`src/cfbp_pkg.sv`:
```
// Package for the CAN filter bank packer: widths, register indexes and
// word-building helpers. No dependencies.
package cfbp_pkg;

  localparam int NUM_BANKS_DEF = 28;
  localparam int BANK_W        = 5;
  localparam int MAP_W         = 28;
  localparam int IDENT_W       = 29;
  localparam int WORD_W        = 32;
  localparam int HALF_W        = 16;
  localparam int EN_W          = 2;
  localparam int SLOT_W        = 2;
  localparam int PADDR_W       = 3;
  localparam int PDATA_W       = 32;
  localparam int REG_IDX_W     = 1;

  localparam logic [BANK_W-1:0]    SLAVE_START_RST = 5'd14;
  localparam logic [REG_IDX_W-1:0] REG_SECOND_CTRL = 1'b0;
  localparam logic [REG_IDX_W-1:0] REG_SLAVE_START = 1'b1;

  localparam logic [EN_W-1:0] EN_NONE = 2'b00;
  localparam logic [EN_W-1:0] EN_LOW  = 2'b01;
  localparam logic [EN_W-1:0] EN_HIGH = 2'b10;
  localparam logic [EN_W-1:0] EN_BOTH = 2'b11;

  // Quad slot codes: count of 11-bit list entries still free in the open bank.
  localparam logic [SLOT_W-1:0] QUAD_W1_HIGH = 2'd3;
  localparam logic [SLOT_W-1:0] QUAD_W2_LOW  = 2'd2;
  localparam logic [SLOT_W-1:0] QUAD_W2_HIGH = 2'd1;
  localparam logic [SLOT_W-1:0] QUAD_NONE    = 2'd0;

  // 32-bit scale word: identifier, IDE set, RTR.
  function automatic logic [WORD_W-1:0] long_word(input logic [IDENT_W-1:0] id,
                                                   input logic rtr_bit);
    return {id, 1'b1, rtr_bit, 1'b0};
  endfunction

  // 16-bit scale half word: 11-bit identifier, RTR, IDE and extension bits clear.
  function automatic logic [HALF_W-1:0] short_half(input logic [IDENT_W-1:0] id,
                                                   input logic rtr_bit);
    return {id[10:0], rtr_bit, 4'b0000};
  endfunction

endpackage

```
`src/can_filter_bank_packer.sv`:
```
// Top level of the CAN acceptance filter bank packer.
// Depends on cfbp_pkg; checked by cfbp_checker through a bind.
//
//  Channel   Handshake                  Payload
//  --------  -------------------------  -----------------------------------------
//  item      item_valid / item_ready    first_of_list extended masked ident
//                                       ident_mask rtr rtr_compare
//  result    result_valid/result_ready  stored bank word_one word_one_enables
//                                       word_two word_two_enables scale_map
//                                       mode_map active_map
//  config    APB psel/penable/pwrite    paddr pwdata prdata, pready tied high
//
// Placement, word building and map updates are computed straight from the item
// ports and land in the result register at the edge that accepts the item, so
// one item per cycle is sustained while no result waits unclaimed. The result
// register is the only stage; item_ready drops only while a result waits
// unclaimed. Reset is synchronous and clears the cursor, the pending slots,
// the bank maps and the result valid flag; configuration returns to first
// controller with the split at bank 14.
module can_filter_bank_packer
  import cfbp_pkg::*;
#(
  parameter int NUM_BANKS = NUM_BANKS_DEF
) (
  input  logic                 clk,
  input  logic                 rst,
  // Filter items.
  input  logic                 item_valid,
  output logic                 item_ready,
  input  logic                 first_of_list,
  input  logic                 extended,
  input  logic                 masked,
  input  logic [IDENT_W-1:0]   ident,
  input  logic [IDENT_W-1:0]   ident_mask,
  input  logic                 rtr,
  input  logic                 rtr_compare,
  // Result items.
  output logic                 result_valid,
  input  logic                 result_ready,
  output logic                 stored,
  output logic [BANK_W-1:0]    bank,
  output logic [WORD_W-1:0]    word_one,
  output logic [EN_W-1:0]      word_one_enables,
  output logic [WORD_W-1:0]    word_two,
  output logic [EN_W-1:0]      word_two_enables,
  output logic [MAP_W-1:0]     scale_map,
  output logic [MAP_W-1:0]     mode_map,
  output logic [MAP_W-1:0]     active_map,
  // Configuration port.
  input  logic                 psel,
  input  logic                 penable,
  input  logic                 pwrite,
  input  logic [PADDR_W-1:0]   paddr,
  input  logic [PDATA_W-1:0]   pwdata,
  output logic [PDATA_W-1:0]   prdata,
  output logic                 pready
);

  // The cursor must hold both any start bank and the end of the range itself.
  localparam int CUR_W = ($clog2(NUM_BANKS + 1) > BANK_W) ? $clog2(NUM_BANKS + 1) : BANK_W;
  localparam logic [CUR_W-1:0] NB_CUR = CUR_W'(NUM_BANKS);

  // Configuration registers.
  logic                  second_controller;
  logic [BANK_W-1:0]     slave_start_bank;

  // Packing state.
  logic [CUR_W-1:0]      cursor, cursor_next;
  logic                  long_list_pending, long_list_pending_next;
  logic [BANK_W-1:0]     long_list_bank, long_list_bank_next;
  logic                  short_mask_pending, short_mask_pending_next;
  logic [BANK_W-1:0]     short_mask_bank, short_mask_bank_next;
  logic [SLOT_W-1:0]     short_list_left, short_list_left_next;
  logic [BANK_W-1:0]     short_list_bank, short_list_bank_next;
  logic [NUM_BANKS-1:0]  scale_bits, scale_bits_next;
  logic [NUM_BANKS-1:0]  mode_bits, mode_bits_next;
  logic [NUM_BANKS-1:0]  active_bits, active_bits_next;

  // Result values for the accepted item.
  logic                  stored_next;
  logic [BANK_W-1:0]     bank_next;
  logic [WORD_W-1:0]     word_one_next, word_two_next;
  logic [EN_W-1:0]       word_one_enables_next, word_two_enables_next;

  logic                  accept;
  logic                  cfg_write;
  logic [REG_IDX_W-1:0]  reg_idx;

  logic [CUR_W-1:0]      range_start, range_end, cur_eff;
  logic [NUM_BANKS-1:0]  low_banks, bank_onehot, active_base;
  logic [WORD_W-1:0]     low_full;
  logic [WORD_W-1:0]     long_id, long_mask;
  logic [HALF_W-1:0]     short_id;
  logic [WORD_W-1:0]     short_pair;

  // A new item is taken whenever the result register is empty or being drained.
  assign item_ready = !result_valid || result_ready;
  assign accept     = item_valid && item_ready;

  // ---------------------------------------------------------------------------
  // APB configuration. Registers sit on word addresses; pready is always high.
  // ---------------------------------------------------------------------------
  assign pready    = 1'b1;
  assign reg_idx   = paddr[PADDR_W-1:2];
  assign cfg_write = psel && penable && pwrite && pready;

  always_ff @(posedge clk) begin
    if (rst) begin
      second_controller <= 1'b0;
      slave_start_bank  <= SLAVE_START_RST;
    end else if (cfg_write) begin
      unique case (reg_idx)
        REG_SECOND_CTRL: second_controller <= pwdata[0];
        REG_SLAVE_START: slave_start_bank  <= pwdata[BANK_W-1:0];
      endcase
    end
  end

  always_comb begin
    unique case (reg_idx)
      REG_SECOND_CTRL: prdata = PDATA_W'(second_controller);
      REG_SLAVE_START: prdata = PDATA_W'(slave_start_bank);
    endcase
  end

  // ---------------------------------------------------------------------------
  // Bank range of this controller. The first controller stops at the split or
  // at the last bank, whichever comes first; the second runs to the last bank
  // and is empty when the split lies beyond it.
  // ---------------------------------------------------------------------------
  always_comb begin
    range_start = second_controller ? CUR_W'(slave_start_bank) : '0;
    if (!second_controller && (CUR_W'(slave_start_bank) < NB_CUR)) begin
      range_end = CUR_W'(slave_start_bank);
    end else begin
      range_end = NB_CUR;
    end
  end

  // Banks below the split; a new list clears the active bits of its own side.
  assign low_full  = (WORD_W'(1) << slave_start_bank) - WORD_W'(1);
  assign low_banks = low_full[NUM_BANKS-1:0];

  always_comb begin
    if (first_of_list) begin
      active_base = second_controller ? (active_bits & low_banks)
                                      : (active_bits & ~low_banks);
    end else begin
      active_base = active_bits;
    end
  end

  // Filter words in both scales.
  assign long_id    = long_word(ident, rtr);
  assign long_mask  = long_word(ident_mask, rtr_compare);
  assign short_id   = short_half(ident, rtr);
  assign short_pair = {short_half(ident_mask, rtr_compare), short_id};

  assign cur_eff     = first_of_list ? range_start : cursor;
  // Shifting past the top leaves no bit set, so a stray bank touches no map.
  assign bank_onehot = NUM_BANKS'(1) << bank_next;

  // ---------------------------------------------------------------------------
  // Placement. A new list restarts the cursor and forgets every half-filled
  // bank before this item is placed. Once the cursor reaches the range end the
  // item is dropped, even if a shared bank still has room.
  // ---------------------------------------------------------------------------
  always_comb begin
    cursor_next             = cur_eff;
    long_list_pending_next  = first_of_list ? 1'b0 : long_list_pending;
    long_list_bank_next     = long_list_bank;
    short_mask_pending_next = first_of_list ? 1'b0 : short_mask_pending;
    short_mask_bank_next    = short_mask_bank;
    short_list_left_next    = first_of_list ? QUAD_NONE : short_list_left;
    short_list_bank_next    = short_list_bank;

    stored_next           = 1'b0;
    bank_next             = '0;
    word_one_next         = '0;
    word_one_enables_next = EN_NONE;
    word_two_next         = '0;
    word_two_enables_next = EN_NONE;

    if (cur_eff < range_end) begin
      stored_next = 1'b1;
      if (extended) begin
        if (masked) begin
          // Identifier and mask fill a whole bank.
          bank_next             = BANK_W'(cur_eff);
          word_one_next         = long_id;
          word_one_enables_next = EN_BOTH;
          word_two_next         = long_mask;
          word_two_enables_next = EN_BOTH;
          cursor_next           = cur_eff + CUR_W'(1);
        end else if (long_list_pending_next) begin
          // Second identifier of a list pair goes to word two.
          bank_next              = long_list_bank;
          word_two_next          = long_id;
          word_two_enables_next  = EN_BOTH;
          long_list_pending_next = 1'b0;
        end else begin
          // Open a list pair; both words carry the identifier until paired.
          bank_next              = BANK_W'(cur_eff);
          long_list_bank_next    = BANK_W'(cur_eff);
          word_one_next          = long_id;
          word_one_enables_next  = EN_BOTH;
          word_two_next          = long_id;
          word_two_enables_next  = EN_BOTH;
          long_list_pending_next = 1'b1;
          cursor_next            = cur_eff + CUR_W'(1);
        end
      end else if (masked) begin
        if (short_mask_pending_next) begin
          bank_next               = short_mask_bank;
          word_two_next           = short_pair;
          word_two_enables_next   = EN_BOTH;
          short_mask_pending_next = 1'b0;
        end else begin
          bank_next               = BANK_W'(cur_eff);
          short_mask_bank_next    = BANK_W'(cur_eff);
          word_one_next           = short_pair;
          word_one_enables_next   = EN_BOTH;
          word_two_next           = short_pair;
          word_two_enables_next   = EN_BOTH;
          short_mask_pending_next = 1'b1;
          cursor_next             = cur_eff + CUR_W'(1);
        end
      end else if (short_list_left_next != QUAD_NONE) begin
        // Fill the next free quarter of an open quad bank.
        bank_next = short_list_bank;
        unique case (short_list_left_next)
          QUAD_W1_HIGH: begin
            word_one_next         = {short_id, HALF_W'(0)};
            word_one_enables_next = EN_HIGH;
          end
          QUAD_W2_LOW: begin
            word_two_next         = WORD_W'(short_id);
            word_two_enables_next = EN_LOW;
          end
          default: begin
            word_two_next         = {short_id, HALF_W'(0)};
            word_two_enables_next = EN_HIGH;
          end
        endcase
        short_list_left_next = short_list_left_next - SLOT_W'(1);
      end else begin
        // Open a quad bank with the identifier in all four quarters.
        bank_next             = BANK_W'(cur_eff);
        short_list_bank_next  = BANK_W'(cur_eff);
        word_one_next         = {short_id, short_id};
        word_one_enables_next = EN_BOTH;
        word_two_next         = {short_id, short_id};
        word_two_enables_next = EN_BOTH;
        short_list_left_next  = QUAD_W1_HIGH;
        cursor_next           = cur_eff + CUR_W'(1);
      end
    end
  end

  // Bank maps after the placement.
  always_comb begin
    scale_bits_next  = scale_bits;
    mode_bits_next   = mode_bits;
    active_bits_next = active_base;
    if (stored_next) begin
      scale_bits_next  = extended ? (scale_bits | bank_onehot) : (scale_bits & ~bank_onehot);
      mode_bits_next   = masked ? (mode_bits & ~bank_onehot) : (mode_bits | bank_onehot);
      active_bits_next = active_base | bank_onehot;
    end
  end

  // ---------------------------------------------------------------------------
  // State and result registers.
  // ---------------------------------------------------------------------------
  always_ff @(posedge clk) begin
    if (rst) begin
      cursor             <= '0;
      long_list_pending  <= 1'b0;
      long_list_bank     <= '0;
      short_mask_pending <= 1'b0;
      short_mask_bank    <= '0;
      short_list_left    <= QUAD_NONE;
      short_list_bank    <= '0;
      scale_bits         <= '0;
      mode_bits          <= '0;
      active_bits        <= '0;
    end else if (accept) begin
      cursor             <= cursor_next;
      long_list_pending  <= long_list_pending_next;
      long_list_bank     <= long_list_bank_next;
      short_mask_pending <= short_mask_pending_next;
      short_mask_bank    <= short_mask_bank_next;
      short_list_left    <= short_list_left_next;
      short_list_bank    <= short_list_bank_next;
      scale_bits         <= scale_bits_next;
      mode_bits          <= mode_bits_next;
      active_bits        <= active_bits_next;
    end
  end

  always_ff @(posedge clk) begin
    if (rst) begin
      result_valid <= 1'b0;
    end else if (accept) begin
      result_valid <= 1'b1;
    end else if (result_ready) begin
      result_valid <= 1'b0;
    end
  end

  // Result payload; the maps are widened to a word, then cut to the port width.
  always_ff @(posedge clk) begin
    if (accept) begin
      stored           <= stored_next;
      bank             <= bank_next;
      word_one         <= word_one_next;
      word_one_enables <= word_one_enables_next;
      word_two         <= word_two_next;
      word_two_enables <= word_two_enables_next;
      scale_map        <= MAP_W'(WORD_W'(scale_bits_next));
      mode_map         <= MAP_W'(WORD_W'(mode_bits_next));
      active_map       <= MAP_W'(WORD_W'(active_bits_next));
    end
  end

endmodule

```
`config.mk`:
```
export PLATFORM = sky130hd
export DESIGN_NAME = can_filter_bank_packer
export DESIGN_NICKNAME = d
export VERILOG_FILES = /design/src/cfbp_pkg.sv /design/src/can_filter_bank_packer.sv
export SDC_FILE = /design/constraint.sdc
export NUM_CORES = 1
export LEC_CHECK = 0
export ABC_AREA = 1
export BUFFER_PORTS_ARGS = -buffer_cell sky130_fd_sc_hd__buf_2
export CAP_MARGIN = 20
export CORE_MARGIN = 4
export CORE_UTILIZATION = 45
export DETAILED_ROUTE_END_ITERATION = 10
export PLACE_DENSITY = 0.68
export SLEW_MARGIN = 25
export SYNTH_ARGS = -nofsm -noshare
export SYNTH_HDL_FRONTEND = slang
export SYNTH_SLANG_ARGS = --single-unit
```
`constraint.sdc`:
```
create_clock -name clk -period 7.63 [get_ports clk]
set_clock_uncertainty 0.15 [all_clocks]
set_input_delay 0.763 -clock clk [delete_from_list [all_inputs] [get_ports clk]]
set_output_delay 0.763 -clock clk [all_outputs]
set_load 0.03 [all_outputs]
```
# Word level (Yosys, flattened, before mapping)

Cells that the tools add are included.

Flip-flop bits (word level): 273
Input port bits: 105
Output and inout bits: 193
Logic and storage cells: 123

$add $sub $neg: 3
$lt $le $gt $ge: 2
Equality and inequality tests: 2
Shift-type cells: 2
Muxes and demuxes: 66
Bitwise operators: 12
Reductions and logical operators: 14

Operators with widths:

| kind                    | count |
|---|---|
| $mux W32                | 11 |
| $mux W28                | 7 |
| $pmux W32 S2            | 2 |
| $and A28 B28 Y28        | 4 |
| $mux W5                 | 17 |
| $or A28 B28 Y28         | 3 |
| $not A28 Y28            | 2 |
| $shl A1 B5 Y28 const A  | 2 |
| $mux W2                 | 15 |
| $sub A28 B2 Y28 const B | 1 |
| $mux W1                 | 13 |
| $reduce_and A4 Y1       | 3 |
| $add A5 B1 Y5 const B   | 1 |
| $lt A5 B5 Y1            | 1 |
| $lt A5 B5 Y1 const B    | 1 |
| $eq A2 B2 Y1 const B    | 2 |
| $logic_and A1 B1 Y1     | 4 |
| $pmux W2 S2             | 1 |
| $reduce_and A2 Y1       | 2 |
| $reduce_bool A2 Y1      | 2 |
| $not A1 Y1              | 3 |
| $logic_not A1 Y1        | 2 |
| $sub A2 B1 Y2 const B   | 1 |
| $logic_or A1 B1 Y1      | 1 |

# Logic depth before layout (Yosys ltp)

Depth after elaboration: 11
Mapped depth: 22
Mapped depth without buffers: 20

# Worst setup path after synthesis

No wires, ideal clock.

Path type: input -> register
From: input port result_ready
To: register active_map[0], enable pin
Setup time: 0.580 ns
Arrival time: 6.030 ns
Data required time: 6.900 ns
Setup slack: 0.869 ns
Stages on the path: 6
Buffers on the path: 2
Path through: inv_1 nand2_1 nand2_1 clkinv_1 clkbuf_1 buf_1

Word-level cells in the longest chain between the ends: 2

Ends and longest elaborated chain:

| element                | RTL line                      | RTL |
|---|---|---|
| start: declaration     | can_filter_bank_packer.sv:39  | `input logic result_ready,` |
| $logic_or A1 B1 Y1     | can_filter_bank_packer.sv:97  | `assign item_ready = !result_valid \|\| result_ready;` |
| via item_ready         | can_filter_bank_packer.sv:29  | `output logic item_ready,` |
| $logic_and A1 B1 Y1    | can_filter_bank_packer.sv:98  | `assign accept = item_valid && item_ready;` |
| via accept             | can_filter_bank_packer.sv:85  | `logic accept;` |
| end signal: assignment | can_filter_bank_packer.sv:322 | `active_map <= MAP_W'(WORD_W'(active_bits_next));` |
| end: declaration       | can_filter_bank_packer.sv:48  | `output logic [MAP_W-1:0] active_map,` |

The timed path passes the listed nets, and every way through them passes these cells.
A chain may end at the register's enable or synchronous reset.

# Final worst setup path

From: register second_controller
To: register scale_map[18], data pin

Word-level cells in the longest chain between the ends: 11
Elaborated cells between the ends (all ways): 20
Those cells by class: order compare: 1; shift: 1; mux: 13; bitwise: 3; reduce/logical: 2

Ends and longest elaborated chain:

| element                                                               | RTL line                      | RTL |
|---|---|---|
| start: declaration                                                    | can_filter_bank_packer.sv:64  | `logic second_controller;` |
| start signal: assignment                                              | can_filter_bank_packer.sv:113 | `REG_SECOND_CTRL: second_controller <= pwdata[0];` |
| parallel branches: the longest is 10 deep, another holds $lt A5 B5 Y1 | --                            |  |
| $mux W28 *                                                            | can_filter_bank_packer.sv:265 | `if (stored_next) begin` |
| via scale_bits_next[18]                                               | can_filter_bank_packer.sv:75  | `logic [NUM_BANKS-1:0] scale_bits, scale_bits_next;` |
| end signal: assignment                                                | can_filter_bank_packer.sv:320 | `scale_map <= MAP_W'(WORD_W'(scale_bits_next));` |
| end: declaration                                                      | can_filter_bank_packer.sv:46  | `output logic [MAP_W-1:0] scale_map,` |

Mark *: on every way through the listed nets, which the timed path passes.

==> metrics.csv <==
metric,value,unit
status,"finished, final reports clean",
"Hold-fix buffers, CTS",0,
Unique masters post-synth,48,
reg2reg start,second_controller,
Combinational Power Share,0.181,
ranking of synthesized cells by area,"edfxtp_1 34%, dfxtp_1 17%, nand2_1 9.1%",
number of fill cells,2877,
Reg-to-Reg End,scale_map[18],
Synth area leader,edfxtp_1,
Clock Pin Slew Worst Setup and Hold Paths,60,ps
"Critical Path, Cell by Cell",inv_1 > nand2_2 > nor2_1 > ha_1 > a21o_1 > a21oi_1 > inv_1 > nor2_8 > nand2_4 > inv_4 > nand3_1 > nand2_1 > nand2_1,
Max Freq,0.205,GHz
WS Path Type,flip-flop to flip-flop,
site row count,64,
clock sinks,271,
share of the synthesized area in the top cell type,0.338,
Crit path max-delay family,simple AND/OR/NAND/NOR gates,
"Worst Setup Slack, final",2750,ps
synthesized instance count,1719,
"Seq/Total Area, Yosys",0.504,
Chip Height,184,um
"Slowest-stage cell, CP",dfxtp_1,
post-route cell area,0.0161,mm^2
total die area,0.0337,mm^2
Worst VDD drop,0.164,mV
WL final,39.9,mm
Syn. warnings,0,
Int Pwr,2.77,mW
clock power share,0.380,
worst hold path class,input port to flip-flop,
crit path buf inv count,3,
port bufs,238,
asr flop ratio synth,0,
R2R depth,13,
synth cell count leaders,"335 x nand2_1, 269 x nor2_1, 194 x inv_1",
CP Data Arrival Time,5030,ps
number of global-route vias before repair,11500,
share of layout cells above drive strength 1,0.187,
global-route usage over all layers,0.229,
switching share of power,0.299,
pwr dens,245,mW/mm^2
Initial Util,0.455,
#FFs+latches synth,271,
grt total ovfl,0,
most instantiated library cell after synthesis,nand2_1,
slowest cell delay on critical path,930,ps
placed cell area,0.0151,mm^2
final net count,2018,
Post-Syn Area,0.0139,mm^2
initial antenna violation count,1,
routed wire length per instance,17.2,um
cell depth of the worst setup path,13,
final period utilization,0.640,
Post-CTS Setup Inserts,0,
Worst Path Max Fanout,28,
vias per inst,5.32,
Final Max Tran Viols,0,
Worst setup EP type,flip-flop,
syn_area_per_cell,8.07,um^2
CTS resizes,0,
Root Driver,clkbuf_16,
type of origin of the critical path,flip-flop,
TritonCTS clock tree,yes,
Layout Utilization,0.528,
RSZ-0062 raised after global routing,no,
R2R Setup Slk,2750,ps
leakage,7.97,nW
Final ANT Viol Nets,0,
total CTS buffers,29,
H-Tree Depth,1,
CTS max path bufs,3,
Psw,1.18,mW
number of DRC markers in iteration 0,1335,
"EDFF count, synth",156,
Final min period,4880,ps
worst slew pin tran,1000,ps
Core ar.,0.0305,mm^2
Detailed Place HPWL,27.4,mm
DRC viols,0,
Final Hold Vio Count,0,
setup TNS,0,ps
P&R area growth vs syn,16.1,%
Slew headroom,0.331,
CP endpoint,scale_map[18],
"Primary FF master, synth",edfxtp_1,
global-route wire length before repair,62.3,mm
largest net degree at the start of global routing,144,
Worst EP required,7780,ps
Max-cap violations,0,
worst setup path startpoint,second_controller,
pre-CTS WS,2720,ps
Via Count,12400,
num ports,298,
register share of total power,0.439,
Die X,184,um
final setup vio count,0,
GP Congestion,0.863,
drt first pass iters,6,
clk_lat worst skew,560,ps
-- metrics by stage --
stage / hold slack (ps) / total power, mW / instances
detailed placement: 288 / 2.48 / 2268
global placement: 285 / 2.46 / 2268
floorplan: 274 / 2.29 / 1747
CTS: 253 / 3.97 / 2322
global route: 266 / 4.12 / 2323
finish: 275 / 3.95 / 2324
-- routing by layer --
metal	GRT usage	wire [um]
met1	0.322	17600
met2	0.365	17900
met3	0.0313	3020
met4	0.0760	1330
met5	0	0
-- sequential cells by signal (all words and copies together), names as in the netlist, 28 cells and up --
name and count:
active_bits 28, active_map 28, mode_bits 28, scale_map 28
word_two 31, word_one 31, scale_bits 28, mode_map 28
-- cell usage in the layout (no fill, tap or decap), types with 4 or more instances in the layout --
cell        count
nand2_1       334
edfxtp_1      156
o22ai_1        14
o32a_1          8
nand2_4         4
ha_1           10
nand3_2        10
clkinvlp_4      6
nand4_1        23
xor2_1         19
nor2_2          9
buf_2         238
dfxtp_1       115
nand3_1       141
nand2_2        13
o32ai_1         8
nor2_4          7
inv_2           7
a211oi_1        5
o21ai_0        90
a32oi_1        11
bufinv_16       5
nor2_1        269
buf_4           7
clkbuf_16      29
conb_1         30
inv_1         194
o211ai_1        7
a21oi_1        78
o21ai_1        31
-- worst min-delay path by stage --
stage | from | to | slack, ps | cells past startpoint
6_report | pwdata[1] | slave_start_bank[1] | 280 | 3
5_1_grt | pwdata[1] | slave_start_bank[1] | 270 | 3
4_1_cts | pwdata[1] | slave_start_bank[1] | 250 | 3
3_5_place_dp | long_list_bank[4] | long_list_bank[4] | 290 | 2
3_3_place_gp | long_list_bank[0] | long_list_bank[0] | 280 | 2
2_1_floorplan | long_list_bank[4] | long_list_bank[4] | 270 | 2
-- final cells by class --
cell class,count,area [um^2],share of cell area
clock buffers,35,778,0.0483
well taps,396,495,0.0308
multi-input cells,1149,5560,0.345
repair buffers,245,1240,0.0772
inverters,207,797,0.0495
diodes,2,5.00,0.000311
clock inverters,19,244,0.0151
flip-flops and latches,271,6990,0.434
-- worst register-to-register path, delay by kind of cell (launching register included) --
kind / cells / cell delay (ps)
AO/OA/AOI/OAI: 2 / 380
flip-flops: 1 / 930
AND/OR/NAND/NOR: 7 / 1760
buffers and inverters: 3 / 1100
adder cells (fa/ha/maj): 1 / 330
-- power by group through the flow --
stage | combinational, mW | clock, mW | sequential (mW)
after floorplan | 0.388 | 0 | 1.91
after CTS | 0.715 | 1.52 | 1.73
final | 0.716 | 1.50 | 1.73
after global routing | 0.786 | 1.59 | 1.74
after global placement | 0.700 | 0 | 1.76
after detailed placement | 0.712 | 0 | 1.76
-- cells by family (layout without fill, tap and decap cells) --
| family | Yosys count | after routing | synth area share |
|---|---|---|---|
| simple gates | 823 | 823 | 0.260 |
| buf+inv | 327 | 506 | 0.103 |
| flops | 271 | 271 | 0.504 |
| compound gates | 266 | 266 | 0.111 |
| xor+xnor | 20 | 20 | 0.0126 |
| fa+ha+maj | 10 | 10 | 0.00902 |
| other cells | 2 | 32 | 0.000541 |
Power figures use the tool's default switching activity.
